===== src/rtl/psad_pkg.sv =====
// psad_pkg: shared types, constants and register indexes for the pen stroke
// activity detector. No dependencies.
package psad_pkg;

    localparam int MAX_STROKE_FRAMES = 8192;
    localparam int CNT_W = $clog2(MAX_STROKE_FRAMES + 1);

    // register indexes
    localparam logic [2:0] REG_JERK_IMPACT = 3'd0;
    localparam logic [2:0] REG_JERK_STILL  = 3'd1;
    localparam logic [2:0] REG_GYRO_MOVING = 3'd2;
    localparam logic [2:0] REG_GYRO_STILL  = 3'd3;
    localparam logic [2:0] REG_LIFT_QUIET  = 3'd4;
    localparam logic [2:0] REG_END_QUIET   = 3'd5;
    localparam logic [2:0] REG_TAIL_KEEP   = 3'd6;
    localparam logic [2:0] REG_MIN_STROKE  = 3'd7;

    // pen modes
    localparam logic [1:0] MODE_IDLE    = 2'd0;
    localparam logic [1:0] MODE_WRITING = 2'd1;
    localparam logic [1:0] MODE_LIFTED  = 2'd2;

    typedef struct packed {
        logic signed [15:0] accel_x;
        logic signed [15:0] accel_y;
        logic signed [15:0] accel_z;
        logic signed [15:0] gyro_x;
        logic signed [15:0] gyro_y;
        logic signed [15:0] gyro_z;
    } sample_t;

    typedef struct packed {
        logic [1:0]  pen_mode_now;
        logic        sample_recorded;
        logic        stroke_finished;
        logic [13:0] trimmed_length;
        logic        stroke_accepted;
        logic        length_saturated;
    } result_t;

    // front to back: magnitudes of one sample
    typedef struct packed {
        logic [16:0] amag;
        logic [16:0] gmag;
    } mags_t;

    typedef struct packed {
        logic [22:0] jerk_impact_level;
        logic [22:0] jerk_still_level;
        logic [15:0] gyro_moving_level;
        logic [15:0] gyro_still_level;
        logic [9:0]  lift_quiet_limit;
        logic [9:0]  end_quiet_limit;
        logic [9:0]  tail_keep_frames;
        logic [12:0] min_stroke_frames;
    } cfg_t;

endpackage


===== src/rtl/psad_front.sv =====
// psad_front: accepts samples, computes accel and gyro magnitudes with one
// shared two-bit-per-cycle square root unit. Depends on psad_pkg.
module psad_front
    import psad_pkg::*;
(
    input  logic    clk,
    input  logic    rst_n,
    input  logic    in_valid,
    output logic    in_stall,
    input  sample_t in_data,
    output logic    q_valid,
    input  logic    q_stall,
    output mags_t   q_data
);

    localparam logic [1:0] ST_IDLE = 2'd0;
    localparam logic [1:0] ST_SQRT = 2'd1;
    localparam logic [1:0] ST_DONE = 2'd2;

    logic [1:0]  state_reg, state_next;
    logic        second_reg, second_next;   // 0: accel, 1: gyro
    logic [4:0]  step_reg, step_next;       // 18 steps over 36 bits
    logic [35:0] rem_reg, rem_next;
    logic [17:0] root_reg, root_next;
    logic [35:0] rad_reg, rad_next;
    logic [33:0] gsq_reg, gsq_next;
    logic [16:0] amag_reg, amag_next;
    logic [16:0] gmag_reg, gmag_next;

    logic [15:0] ax, ay, az, gx, gy, gz;
    logic [35:0] trial;
    logic [35:0] rem_sh;

    function automatic logic [15:0] abs16(input logic signed [15:0] v);
        abs16 = v[15] ? 16'(-v) : 16'(v);
    endfunction

    assign ax = abs16(in_data.accel_x);
    assign ay = abs16(in_data.accel_y);
    assign az = abs16(in_data.accel_z);
    assign gx = abs16(in_data.gyro_x);
    assign gy = abs16(in_data.gyro_y);
    assign gz = abs16(in_data.gyro_z);

    assign in_stall = (state_reg != ST_IDLE);
    assign q_valid  = (state_reg == ST_DONE);
    assign q_data   = '{amag: amag_reg, gmag: gmag_reg};

    // restoring square root, two radicand bits per cycle
    assign rem_sh = {rem_reg[33:0], rad_reg[35:34]};
    assign trial  = {16'd0, root_reg, 2'b01};

    always_comb
    begin
        state_next  = state_reg;
        second_next = second_reg;
        step_next   = step_reg;
        rem_next    = rem_reg;
        root_next   = root_reg;
        rad_next    = rad_reg;
        gsq_next    = gsq_reg;
        amag_next   = amag_reg;
        gmag_next   = gmag_reg;
        unique case (state_reg)
            ST_IDLE:
            begin
                if (in_valid)
                begin
                    // squares taken once at accept, summed in 36 bits (accel) and 34 bits (gyro)
                    rad_next = 36'(32'(ax) * 32'(ax)) + 36'(32'(ay) * 32'(ay))
                             + 36'(32'(az) * 32'(az));
                    gsq_next = 34'(32'(gx) * 32'(gx)) + 34'(32'(gy) * 32'(gy))
                             + 34'(32'(gz) * 32'(gz));
                    rem_next    = '0;
                    root_next   = '0;
                    step_next   = '0;
                    second_next = 1'b0;
                    state_next  = ST_SQRT;
                end
            end
            ST_SQRT:
            begin
                rad_next = {rad_reg[33:0], 2'b00};
                if (rem_sh >= trial)
                begin
                    rem_next  = rem_sh - trial;
                    root_next = {root_reg[16:0], 1'b1};
                end
                else
                begin
                    rem_next  = rem_sh;
                    root_next = {root_reg[16:0], 1'b0};
                end
                step_next = step_reg + 5'd1;
                if (step_reg == 5'd17)
                begin
                    if (!second_reg)
                    begin
                        amag_next   = root_next[16:0];
                        rad_next    = {2'b00, gsq_reg};
                        rem_next    = '0;
                        root_next   = '0;
                        step_next   = '0;
                        second_next = 1'b1;
                    end
                    else
                    begin
                        gmag_next  = root_next[16:0];
                        state_next = ST_DONE;
                    end
                end
            end
            ST_DONE:
            begin
                if (!q_stall)
                    state_next = ST_IDLE;
            end
            default: state_next = ST_IDLE;
        endcase
    end

    always_ff @(posedge clk or negedge rst_n)
    begin
        if (!rst_n)
        begin
            state_reg  <= ST_IDLE;
            second_reg <= 1'b0;
            step_reg   <= '0;
        end
        else
        begin
            state_reg  <= state_next;
            second_reg <= second_next;
            step_reg   <= step_next;
        end
    end

    always_ff @(posedge clk)
    begin
        rem_reg  <= rem_next;
        root_reg <= root_next;
        rad_reg  <= rad_next;
        gsq_reg  <= gsq_next;
        amag_reg <= amag_next;
        gmag_reg <= gmag_next;
    end

endmodule


===== src/rtl/psad_queue.sv =====
// psad_queue: two-entry queue of magnitude pairs between front and back.
// Depends on psad_pkg.
module psad_queue
    import psad_pkg::*;
(
    input  logic  clk,
    input  logic  rst_n,
    input  logic  wr_valid,
    output logic  wr_stall,
    input  mags_t wr_data,
    output logic  rd_valid,
    input  logic  rd_stall,
    output mags_t rd_data
);

    mags_t      mem_reg [2];
    logic       wp_reg, rp_reg;
    logic [1:0] cnt_reg;
    logic       push, pop;

    assign wr_stall = (cnt_reg == 2'd2);
    assign rd_valid = (cnt_reg != 2'd0);
    assign rd_data  = mem_reg[rp_reg];
    assign push     = wr_valid && !wr_stall;
    assign pop      = rd_valid && !rd_stall;

    always_ff @(posedge clk or negedge rst_n)
    begin
        if (!rst_n)
        begin
            wp_reg  <= 1'b0;
            rp_reg  <= 1'b0;
            cnt_reg <= '0;
        end
        else
        begin
            if (push)
                wp_reg <= ~wp_reg;
            if (pop)
                rp_reg <= ~rp_reg;
            cnt_reg <= cnt_reg + {1'b0, push} - {1'b0, pop};
        end
    end

    always_ff @(posedge clk)
    begin
        if (push)
            mem_reg[wp_reg] <= wr_data;
    end

endmodule


===== src/rtl/psad_back.sv =====
// psad_back: jerk filter, pen state machine, stroke counting and trim.
// Depends on psad_pkg.
module psad_back
    import psad_pkg::*;
(
    input  logic    clk,
    input  logic    rst_n,
    input  cfg_t    cfg,
    input  logic    q_valid,
    output logic    q_stall,
    input  mags_t   q_data,
    output logic    out_valid,
    input  logic    out_stall,
    output result_t out_data
);

    localparam logic [1:0] ST_IDLE = 2'd0;
    localparam logic [1:0] ST_JERK = 2'd1;
    localparam logic [1:0] ST_DIV  = 2'd2;
    localparam logic [1:0] ST_FSM  = 2'd3;

    localparam int NUM_W = 26;   // 3*jerk + 7*prev below 2^26
    localparam logic [26:0] DIV10_RECIP = 27'd107374183;   // ceil(2^30 / 10)

    logic [1:0]       st_reg, st_next;
    logic [1:0]       mode_reg, mode_next;
    logic [10:0]      quiet_reg, quiet_next;
    logic [16:0]      pamag_reg, pamag_next;
    logic [22:0]      psj_reg, psj_next;
    logic [CNT_W-1:0] cnt_reg, cnt_next;
    logic [CNT_W-1:0] last_reg, last_next;
    logic             ov_reg, ov_next;
    result_t          res_reg, res_next;

    logic [16:0]      gmag_reg, gmag_next;
    logic [NUM_W-1:0] num_reg, num_next;
    logic [22:0]      quo_reg, quo_next;

    logic [16:0]      diff;
    logic [52:0]      prod;
    logic             out_valid_reg_busy;
    logic             active, quiet, rec_ok, rec, fin, sat;
    logic [CNT_W-1:0] cnt_rec, last_rec;
    logic [CNT_W:0]   tsum;
    logic [CNT_W-1:0] trimmed;
    logic [22:0]      sj;

    assign out_valid_reg_busy = ov_reg && out_stall;
    assign q_stall = (st_reg != ST_IDLE) || (out_valid_reg_busy);
    assign out_valid = ov_reg;
    assign out_data  = res_reg;

    assign diff = (q_data.amag > pamag_reg) ? q_data.amag - pamag_reg
                                            : pamag_reg - q_data.amag;
    // divide by ten through a reciprocal multiply, exact for numerators below 2^26
    assign prod = 53'(num_reg) * 53'(DIV10_RECIP);
    assign sj   = quo_reg;

    always_comb
    begin
        active = (sj > cfg.jerk_impact_level) || (gmag_reg > 17'(cfg.gyro_moving_level));
        quiet  = (sj < cfg.jerk_still_level) && (gmag_reg < 17'(cfg.gyro_still_level));
        rec_ok = (cnt_reg < CNT_W'(MAX_STROKE_FRAMES));
        cnt_rec  = cnt_reg;
        last_rec = last_reg;
        if (mode_reg == MODE_IDLE)
        begin
            cnt_rec  = '0;
            last_rec = '0;
        end
        rec = (mode_reg != MODE_IDLE) || active;
        rec = rec && ((mode_reg == MODE_IDLE) || rec_ok);
        if (rec)
        begin
            cnt_rec = cnt_rec + CNT_W'(1);
            if (gmag_reg > 17'(cfg.gyro_still_level))
                last_rec = cnt_rec;
        end
        tsum = {1'b0, last_rec} + (CNT_W+1)'(cfg.tail_keep_frames);
        trimmed = cnt_rec;
        if ((last_rec != '0) && (tsum < {1'b0, cnt_rec}))
            trimmed = tsum[CNT_W-1:0];
        sat = (cnt_rec >= CNT_W'(MAX_STROKE_FRAMES));
    end

    always_comb
    begin
        st_next    = st_reg;
        mode_next  = mode_reg;
        quiet_next = quiet_reg;
        pamag_next = pamag_reg;
        psj_next   = psj_reg;
        cnt_next   = cnt_reg;
        last_next  = last_reg;
        ov_next    = ov_reg && out_stall;
        res_next   = res_reg;
        gmag_next  = gmag_reg;
        num_next   = num_reg;
        quo_next   = quo_reg;
        fin        = 1'b0;
        unique case (st_reg)
            ST_IDLE:
            begin
                if (q_valid && !q_stall)
                begin
                    gmag_next  = q_data.gmag;
                    pamag_next = q_data.amag;
                    // jerk*100 below 2^24
                    num_next   = NUM_W'(24'(diff) * 24'd100);
                    st_next    = ST_JERK;
                end
            end
            ST_JERK:
            begin
                num_next = NUM_W'(num_reg[23:0] * 26'd3) + NUM_W'(psj_reg * 26'd7);
                st_next  = ST_DIV;
            end
            ST_DIV:
            begin
                quo_next = prod[52:30];
                st_next  = ST_FSM;
            end
            ST_FSM:
            begin
                psj_next  = sj;
                cnt_next  = cnt_rec;
                last_next = last_rec;
                unique case (mode_reg)
                    MODE_WRITING:
                    begin
                        if (quiet)
                        begin
                            quiet_next = quiet_reg + 11'd1;
                            if (quiet_next > 11'(cfg.lift_quiet_limit))
                            begin
                                mode_next  = MODE_LIFTED;
                                quiet_next = '0;
                            end
                        end
                        else
                            quiet_next = '0;
                    end
                    MODE_LIFTED:
                    begin
                        if (active)
                        begin
                            mode_next  = MODE_WRITING;
                            quiet_next = '0;
                        end
                        else
                        begin
                            quiet_next = quiet_reg + 11'd1;
                            if (quiet_next > 11'(cfg.end_quiet_limit))
                            begin
                                mode_next  = MODE_IDLE;
                                quiet_next = '0;
                                fin        = 1'b1;
                            end
                        end
                    end
                    default:
                    begin
                        mode_next = MODE_IDLE;
                        if (active)
                        begin
                            mode_next  = MODE_WRITING;
                            quiet_next = '0;
                        end
                        else
                        begin
                            cnt_next  = cnt_reg;
                            last_next = last_reg;
                        end
                    end
                endcase
                if (fin)
                begin
                    cnt_next  = '0;
                    last_next = '0;
                end
                res_next.pen_mode_now     = mode_next;
                res_next.sample_recorded  = rec;
                res_next.stroke_finished  = fin;
                res_next.trimmed_length   = fin ? 14'(trimmed) : 14'd0;
                res_next.stroke_accepted  = fin && (trimmed > CNT_W'(cfg.min_stroke_frames));
                res_next.length_saturated = (mode_reg == MODE_IDLE && !active)
                                          ? (cnt_reg >= CNT_W'(MAX_STROKE_FRAMES)) : sat;
                ov_next = 1'b1;
                st_next = ST_IDLE;
            end
            default: st_next = ST_IDLE;
        endcase
    end

    always_ff @(posedge clk or negedge rst_n)
    begin
        if (!rst_n)
        begin
            st_reg    <= ST_IDLE;
            mode_reg  <= MODE_IDLE;
            quiet_reg <= '0;
            pamag_reg <= 17'd4096;
            psj_reg   <= '0;
            cnt_reg   <= '0;
            last_reg  <= '0;
            ov_reg    <= 1'b0;
        end
        else
        begin
            st_reg    <= st_next;
            mode_reg  <= mode_next;
            quiet_reg <= quiet_next;
            pamag_reg <= pamag_next;
            psj_reg   <= psj_next;
            cnt_reg   <= cnt_next;
            last_reg  <= last_next;
            ov_reg    <= ov_next;
        end
    end

    always_ff @(posedge clk)
    begin
        res_reg  <= res_next;
        gmag_reg <= gmag_next;
        num_reg  <= num_next;
        quo_reg  <= quo_next;
    end

endmodule


===== src/rtl/pen_stroke_activity_detector.sv =====
// Top level of the pen stroke activity detector: config registers, front,
// queue and back. Depends on psad_pkg, psad_front, psad_queue, psad_back.
//
//   channel   direction  handshake             payload
//   in        input      in_valid / in_stall    in_data  (sample_t)
//   out       output     out_valid / out_stall  out_data (result_t)
//   cfg       input      cfg_we                 cfg_index, cfg_data
//
// Front: two 18-step square roots per sample in one unit.
// Back: accept, scale, reciprocal divide by ten, state update, in that order.
// The queue lets the front work on the next sample while the back finishes.
// Reset is async, active low; control and config registers go to defaults.
// A stalled output holds its result and stops the back after one item.
module pen_stroke_activity_detector
    import psad_pkg::*;
(
    input  logic        clk,
    input  logic        rst_n,
    input  logic        in_valid,
    output logic        in_stall,
    input  sample_t     in_data,
    output logic        out_valid,
    input  logic        out_stall,
    output result_t     out_data,
    input  logic        cfg_we,
    input  logic [2:0]  cfg_index,
    input  logic [22:0] cfg_data
);

    cfg_t  cfg_reg;
    logic  fq_valid, fq_stall, qb_valid, qb_stall;
    mags_t fq_data, qb_data;

    // configuration registers
    always_ff @(posedge clk or negedge rst_n)
    begin
        if (!rst_n)
        begin
            cfg_reg.jerk_impact_level <= 23'd49152;
            cfg_reg.jerk_still_level  <= 23'd8192;
            cfg_reg.gyro_moving_level <= 16'd240;
            cfg_reg.gyro_still_level  <= 16'd80;
            cfg_reg.lift_quiet_limit  <= 10'd50;
            cfg_reg.end_quiet_limit   <= 10'd200;
            cfg_reg.tail_keep_frames  <= 10'd70;
            cfg_reg.min_stroke_frames <= 13'd20;
        end
        else if (cfg_we)
        begin
            unique case (cfg_index)
                REG_JERK_IMPACT: cfg_reg.jerk_impact_level <= cfg_data;
                REG_JERK_STILL:  cfg_reg.jerk_still_level  <= cfg_data;
                REG_GYRO_MOVING: cfg_reg.gyro_moving_level <= cfg_data[15:0];
                REG_GYRO_STILL:  cfg_reg.gyro_still_level  <= cfg_data[15:0];
                REG_LIFT_QUIET:  cfg_reg.lift_quiet_limit  <= cfg_data[9:0];
                REG_END_QUIET:   cfg_reg.end_quiet_limit   <= cfg_data[9:0];
                REG_TAIL_KEEP:   cfg_reg.tail_keep_frames  <= cfg_data[9:0];
                REG_MIN_STROKE:  cfg_reg.min_stroke_frames <= cfg_data[12:0];
                default: ;
            endcase
        end
    end

    psad_front u_front (
        .clk(clk), .rst_n(rst_n),
        .in_valid(in_valid), .in_stall(in_stall), .in_data(in_data),
        .q_valid(fq_valid), .q_stall(fq_stall), .q_data(fq_data)
    );

    psad_queue u_queue (
        .clk(clk), .rst_n(rst_n),
        .wr_valid(fq_valid), .wr_stall(fq_stall), .wr_data(fq_data),
        .rd_valid(qb_valid), .rd_stall(qb_stall), .rd_data(qb_data)
    );

    psad_back u_back (
        .clk(clk), .rst_n(rst_n), .cfg(cfg_reg),
        .q_valid(qb_valid), .q_stall(qb_stall), .q_data(qb_data),
        .out_valid(out_valid), .out_stall(out_stall), .out_data(out_data)
    );

`ifndef NO_ASSERTIONS
    // a finished stroke always returns the pen to idle
    a_fin_idle: assert property (@(posedge clk) disable iff (!rst_n)
        out_valid && out_data.stroke_finished |-> out_data.pen_mode_now == MODE_IDLE)
        else $error("finished stroke not idle");
    // trim fields are zero unless a stroke finished
    a_trim_zero: assert property (@(posedge clk) disable iff (!rst_n)
        out_valid && !out_data.stroke_finished |->
            out_data.trimmed_length == 14'd0 && !out_data.stroke_accepted)
        else $error("trim fields set without finish");
    // a stalled result holds
    a_out_hold: assert property (@(posedge clk) disable iff (!rst_n)
        out_valid && out_stall |=> out_valid && $stable(out_data))
        else $error("stalled result changed");
`endif

endmodule


===== config.mk =====
export PLATFORM = sky130hd
export DESIGN_NAME = pen_stroke_activity_detector
export DESIGN_NICKNAME = d
export VERILOG_FILES = /design/src/rtl/psad_pkg.sv /design/src/rtl/psad_front.sv /design/src/rtl/psad_queue.sv /design/src/rtl/psad_back.sv /design/src/rtl/pen_stroke_activity_detector.sv
export SDC_FILE = /design/constraint.sdc
export NUM_CORES = 2
export LEC_CHECK = 0
export ABC_AREA = 1
export BUFFER_PORTS_ARGS = -buffer_cell sky130_fd_sc_hd__buf_2
export CORE_MARGIN = 5
export CORE_UTILIZATION = 50
export DETAILED_ROUTE_END_ITERATION = 16
export GPL_TIMING_DRIVEN = 0
export PLACE_DENSITY = 0.63
export SLEW_MARGIN = 0
export SYNTH_ARGS = -nofsm -noshare
export SYNTH_HDL_FRONTEND = slang
export SYNTH_SLANG_ARGS = --single-unit

===== constraint.sdc =====
create_clock -name clk -period 14.68 [get_ports clk]
set_input_delay 1.468 -clock clk [delete_from_list [all_inputs] [get_ports clk]]
set_output_delay 1.468 -clock clk [all_outputs]
set_load 0.01 [all_outputs]

Word level (Yosys, flattened, before mapping)
Memories as Yosys holds them, arrays and structs flattened.
Index checks and enable logic that the tools add are counted.
{"block": "op_classes", "n_addsub": 20, "n_mul": 10, "order_cmp": 14, "eq_ne": 21, "muxes": 69, "n_bitwise": 3, "n_reduce_logical": 47}
{"cell": "16-bit by 16-bit multiplier with 32-bit output", "n": 6}
{"cell": "14-bit 2-to-1 mux", "n": 12}
{"cell": "34-bit 2-to-1 mux", "n": 4}
{"cell": "36-bit 2-to-1 mux", "n": 3}
{"cell": "16-bit 2-to-1 mux", "n": 6}
{"cell": "16-bit negator", "n": 6}
{"cell": "36-bit one-hot mux with 2 select lines", "n": 1}
{"cell": "34-bit one-hot mux with 2 select lines", "n": 1}
{"cell": "32-bit by 32-bit adder with 33-bit output", "n": 2}
{"cell": "11-bit 2-to-1 mux", "n": 5}
{"cell": "18-bit 2-to-1 mux", "n": 3}
{"cell": "26-bit by 27-bit multiplier with 53-bit output, second input constant", "n": 1}
{"cell": "26-bit one-hot mux with 2 select lines", "n": 1}
{"cell": "36-bit by 32-bit adder with 36-bit output", "n": 1}
{"cell": "36-bit by 20-bit >= comparator with 1-bit output", "n": 1}
{"cell": "18-bit one-hot mux with 2 select lines", "n": 1}
{"cell": "34-bit by 32-bit adder with 34-bit output", "n": 1}
{"cell": "17-bit by 16-bit greater-than comparator with 1-bit output", "n": 2}
{"cell": "17-bit subtractor", "n": 2}
{"cell": "34-bit by 20-bit subtractor with 34-bit output", "n": 1}
{"cell": "14-bit >= comparator, second input constant", "n": 2}
{"cell": "2-bit AND reduction", "n": 14}
{"cell": "26-bit adder", "n": 1}
{"cell": "23-bit by 3-bit multiplier with 26-bit output, second input constant", "n": 1}
{"cell": "47 further kinds", "n": 106}
{"block": "word_totals", "register_bits": 459, "ramBits": 68, "elab_cells": 222, "mem_count": 1}
{"memory": "u_queue.mem_reg", "words": 2, "word_bits": 34, "read_ports": 1, "rd_clocked_by_memory_dff": 0, "write_ports": 1, "line": "psad_queue.sv:16", "source": "mags_t mem_reg [2];"}

Depth between registers and ports, before layout
{"block": "logic_depth", "depth_word": 11, "ltp_mapped": 55}

By module
Synthesis repeated with hierarchy kept, for this count alone.
{"block": "hier_totals", "cells_unflattened": 10413, "hier_area_um2": 89457.0}
{"module": "psad_front", "instances": 1, "cells_per_inst": 6384, "area_per_inst_um2": 54984.0, "seq_area_each_um2": 4884.7}
{"module": "psad_back", "instances": 1, "cells_per_inst": 3274, "area_per_inst_um2": 26878.3, "seq_area_each_um2": 4685.7}
{"module": "pen_stroke_activity_detector", "instances": 1, "cells_per_inst": 544, "area_per_inst_um2": 4827.1, "seq_area_each_um2": 3052.9}
{"module": "psad_queue", "instances": 1, "cells_per_inst": 211, "area_per_inst_um2": 2767.7, "seq_area_each_um2": 2142.1}

Worst setup path before layout
No wires, ideal clock.
{"block": "synth_timing", "path_type": "input to register", "from": "input port in_data[32] (netlist name)", "to": "register u_front.gsq_reg[27], data pin", "setup_ps": 259, "arrival_ps": 12267, "required_ps": 14421, "path_slack_ps": 2154, "path_stages": 50, "cell_sequence": "inv_1 clkbuf_1 ha_1 inv_1 nor3_1 inv_1 nor3_1 inv_1 o31ai_1 nand2_1 nand2_1 clkinv_1 nor2_1 inv_1 fa_1 fa_1 inv_1 fa_1 (+14 left out) fa_1 fa_1 fa_1 inv_1 ha_1 nand2_1 inv_1 a221oi_1 nand2_1 a21oi_1 nor2_1 nor2_1 o21ai_0 nand3_1 nand2_1 nand2_1 nand2_1 xor2_1"}
{"block": "synth_between", "elab_chain_cells": 5}
{"element": "start, declared", "line": "pen_stroke_activity_detector.sv:21", "source": "input sample_t in_data,"}
{"element": "16-bit negator", "line": "psad_front.sv:35", "source": "abs16 = v[15] ? 16'(-v) : 16'(v);"}
{"element": "16-bit 2-to-1 mux (*)", "line": "psad_front.sv:35"}
{"element": "16-bit by 16-bit multiplier with 32-bit output (*)", "line": "psad_front.sv:72", "source": "gsq_next = 34'(32'(gx) * 32'(gx)) + 34'(32'(gy) * 32'(gy))"}
{"element": "32-bit by 32-bit adder with 33-bit output (*)", "line": "psad_front.sv:72"}
{"element": "34-bit by 32-bit adder with 34-bit output (*)", "line": "psad_front.sv:73", "source": "+ 34'(32'(gz) * 32'(gz));"}
{"element": "end signal, assigned", "line": "psad_front.sv:143", "source": "gsq_reg <= gsq_next;"}
{"element": "end, declared", "line": "psad_front.sv:26", "source": "logic [33:0] gsq_reg, gsq_next;"}
Every way passes the cells marked *; elsewhere a longest branch is shown, timed or not.
A chain may end at the register's enable or synchronous reset.

Final worst setup path
{"block": "layout_timing", "from": "input port in_data[16] (netlist name)", "to": "register u_front.gsq_reg[27], data pin"}
Same word-level chain as after synthesis.

==> impl_metrics.env <==
export IMPL_insertion_delay_ns=0.64
export IMPL_fin_crit_sh_pct=96.9
export IMPL_critPathMaxFanout=11
export IMPL_vias_per_cell=5.15
export IMPL_drt_wl_total_mm=222
export IMPL_drt_initial_drc_count=3783
export IMPL_worstPathArrival_ns=14.65
export IMPL_maxSlewViolCount=0
export IMPL_reg2reg_slack_ns=6.43
export IMPL_drc=0
export IMPL_grt_max_degree=115
export IMPL_cts_buffer_depth=3
export IMPL_layout_common_cells="inv_1 (2657), fa_1 (1438), nand2_1 (1387)"
export IMPL_final_setup_tns_ns=0
export IMPL_core_area_um2=176000
export IMPL_hold_class="flop to flop"
export IMPL_io_pins=149
export IMPL_antenna_found_initial=13
export IMPL_cp_end_kind="flop"
export IMPL_instances_no_fill=12709
export IMPL_avgRoutedWirePerCell_um=17.5
export IMPL_dp_cells=12596
export IMPL_cts_buffers_inserted=56
export IMPL_timing_fmax_mhz=70.3
export IMPL_finClkSkew_ns=0.0181
export IMPL_synth_seq_cells=527
export IMPL_start_util_pct=50.1
export IMPL_status="finished, final reports clean"
export IMPL_die_area_um2=184000
export IMPL_drtPass1Iterations=7
export IMPL_synth_area_um2=87900
export IMPL_fin_nets=12967
export IMPL_cts_clk_slew_worst_paths_ns=0.07
export IMPL_async_flop_share_pct=41.2
export IMPL_root_buffer="clkbuf_16"
export IMPL_grt_usage_pct=24.3
export IMPL_num_rows=154
export IMPL_finalSetupViolations=0
export IMPL_syn_area_per_cell_um2=8.77
export IMPL_syn_to_final_growth_pct=6.91
export IMPL_layout_commonest_cell="inv_1"
export IMPL_drive_gt1_share_pct=4.35
export IMPL_yosys_most_used_dff="edfxtp_1"
export IMPL_critPathMaxStageDelay_ns=0.58
export IMPL_crit_path_start_kind="primary input"
export IMPL_path_class="primary input to flop"
export IMPL_fp_dieW_um=429
export IMPL_worst_path_buf_inv=11
export IMPL_rsz0062_at_grt="true"
export IMPL_cts_max_level=2
export IMPL_cap_viol_max_count=0
export IMPL_ys_warn_count=0
export IMPL_cp_slowest_cell="fa_1"
export IMPL_dpl_hpwl_mm=194
export IMPL_grt_pass1_wl_mm=362
export IMPL_synth_seq_area_share_pct=16.8
export IMPL_required_ns=15.11
export IMPL_largest_reg_flops=121
export IMPL_cts_setup_buffers=0
export IMPL_relSlewSlack_pct=8.91
export IMPL_synthDistinctLibCells=66
export IMPL_tritoncts="done"
export IMPL_hold_viol_final=0
export IMPL_grt_pass1_vias=68699
export IMPL_tightest_slew_ns=1.35
export IMPL_synthCells=10032
export IMPL_ant_nets=0
export IMPL_routed_via_count=65411
export IMPL_synth_edf_count=310
export IMPL_crit_top_cell="fa_1"
export IMPL_grt_overflow=0
export IMPL_io_buffers=145
export IMPL_min_period_ns=14.22
export IMPL_die_h_um=429
export IMPL_crit_family="adder cells"
export IMPL_utilization_pct=53.6
export IMPL_globalplace_congestion=0.932
export IMPL_clock_sinks=527
## cells in the mapped netlist (32+ instances only)
cell	instances	area, µm²
a21o_1	32	240
a21oi_1	407	2040
a31oi_1	33	206
clkbuf_1	122	458
dfrtp_1	196	4900
edfxtp_1	310	9310
fa_1	1438	28800
ha_1	1090	13600
inv_1	2659	9980
nand2_1	1387	5210
nand3_1	180	901
nand4_1	44	275
nor2_1	836	3140
nor3_1	71	355
o21ai_0	449	2250
o21bai_1	35	263
o22ai_1	34	213
or2_2	56	350
xnor2_1	103	902
xor2_1	156	1370
## worst paths after layout
check	startpoint	endpoint	cells past startpoint
worst max register to register	u_queue.rp_reg	u_back.num_reg[22]	40
max in group asynchronous	rst_n	u_back.pamag_reg[6]	2
worst min-delay path	u_front.amag_reg[13]	u_queue.mem_reg[1][30]	0
worst max-delay path	in_data[16]	u_front.gsq_reg[27]	48
min in group asynchronous	rst_n	u_back.cnt_reg[7]	1
worst min register to register	u_front.amag_reg[13]	u_queue.mem_reg[1][30]	0
## through the flow
stage / setup WS [ns] / area, µm² / hold slack, ns
floorplan: 2.15 / 88200 / 0.421
global placement: -0.875 / 91900 / 0.428
detailed placement: -0.919 / 92000 / 0.432
CTS: 0.122 / 94000 / 0.442
global route: -0.181 / 94000 / 0.454
finish: 0.457 / 94000 / 0.444
## worst register-to-register path, delay by kind of cell, from the launching register on
| family | cells | cell delay [ns] |
|---|---|---|
| AO/OA/AOI/OAI | 16 | 3.22 |
| adder cells (fa/ha/maj) | 5 | 1.82 |
| buffers and inverters | 7 | 1.46 |
| flip-flops | 1 | 0.37 |
| AND/OR/NAND/NOR | 12 | 1.15 |
## cells by family after synthesis
kind of cell	count (synthesis)	share of synthesized area (%)
adder cells (fa/ha/maj)	2528	48.2
AO/OA/AOI/OAI	1149	7.29
AND/OR/NAND/NOR	2712	12.8
XOR/XNOR	259	2.58
buffers and inverters	2855	12.3
flip-flops	527	16.8
other	2	0.00854
## repair_timing
action / 4_1_cts / 5_1_grt
setup endpoints to repair: 2 / 17
pin swaps: 0 / 0
gates resized for setup: 1 / 6
hold buffers: 0 / 0
## layer usage
metal	track usage, %	vias to the layer above	wire (µm)
li1	-	31159	-
met1	32.1	32414	93400
met2	43.2	1520	113000
met3	1.89	318	9390
met4	6.88	0	6650
met5	0	-	0
## area by class of cell
cell class,instances,area [µm²]
Fill cell,16363,81500
Multi-Input combinational cell,6724,62700
Sequential cell,527,14800
Inverter,2702,10200
Tap cell,2340,2930
Clock buffer,64,1450
Timing Repair Buffer,150,851
Buffer,151,656
Clock inverter,41,479
Antenna cell,10,25.0
Power is left out: the tool's default activity adds up to more than one toggle a clock period on the data nets, which glitch-free logic cannot reach.
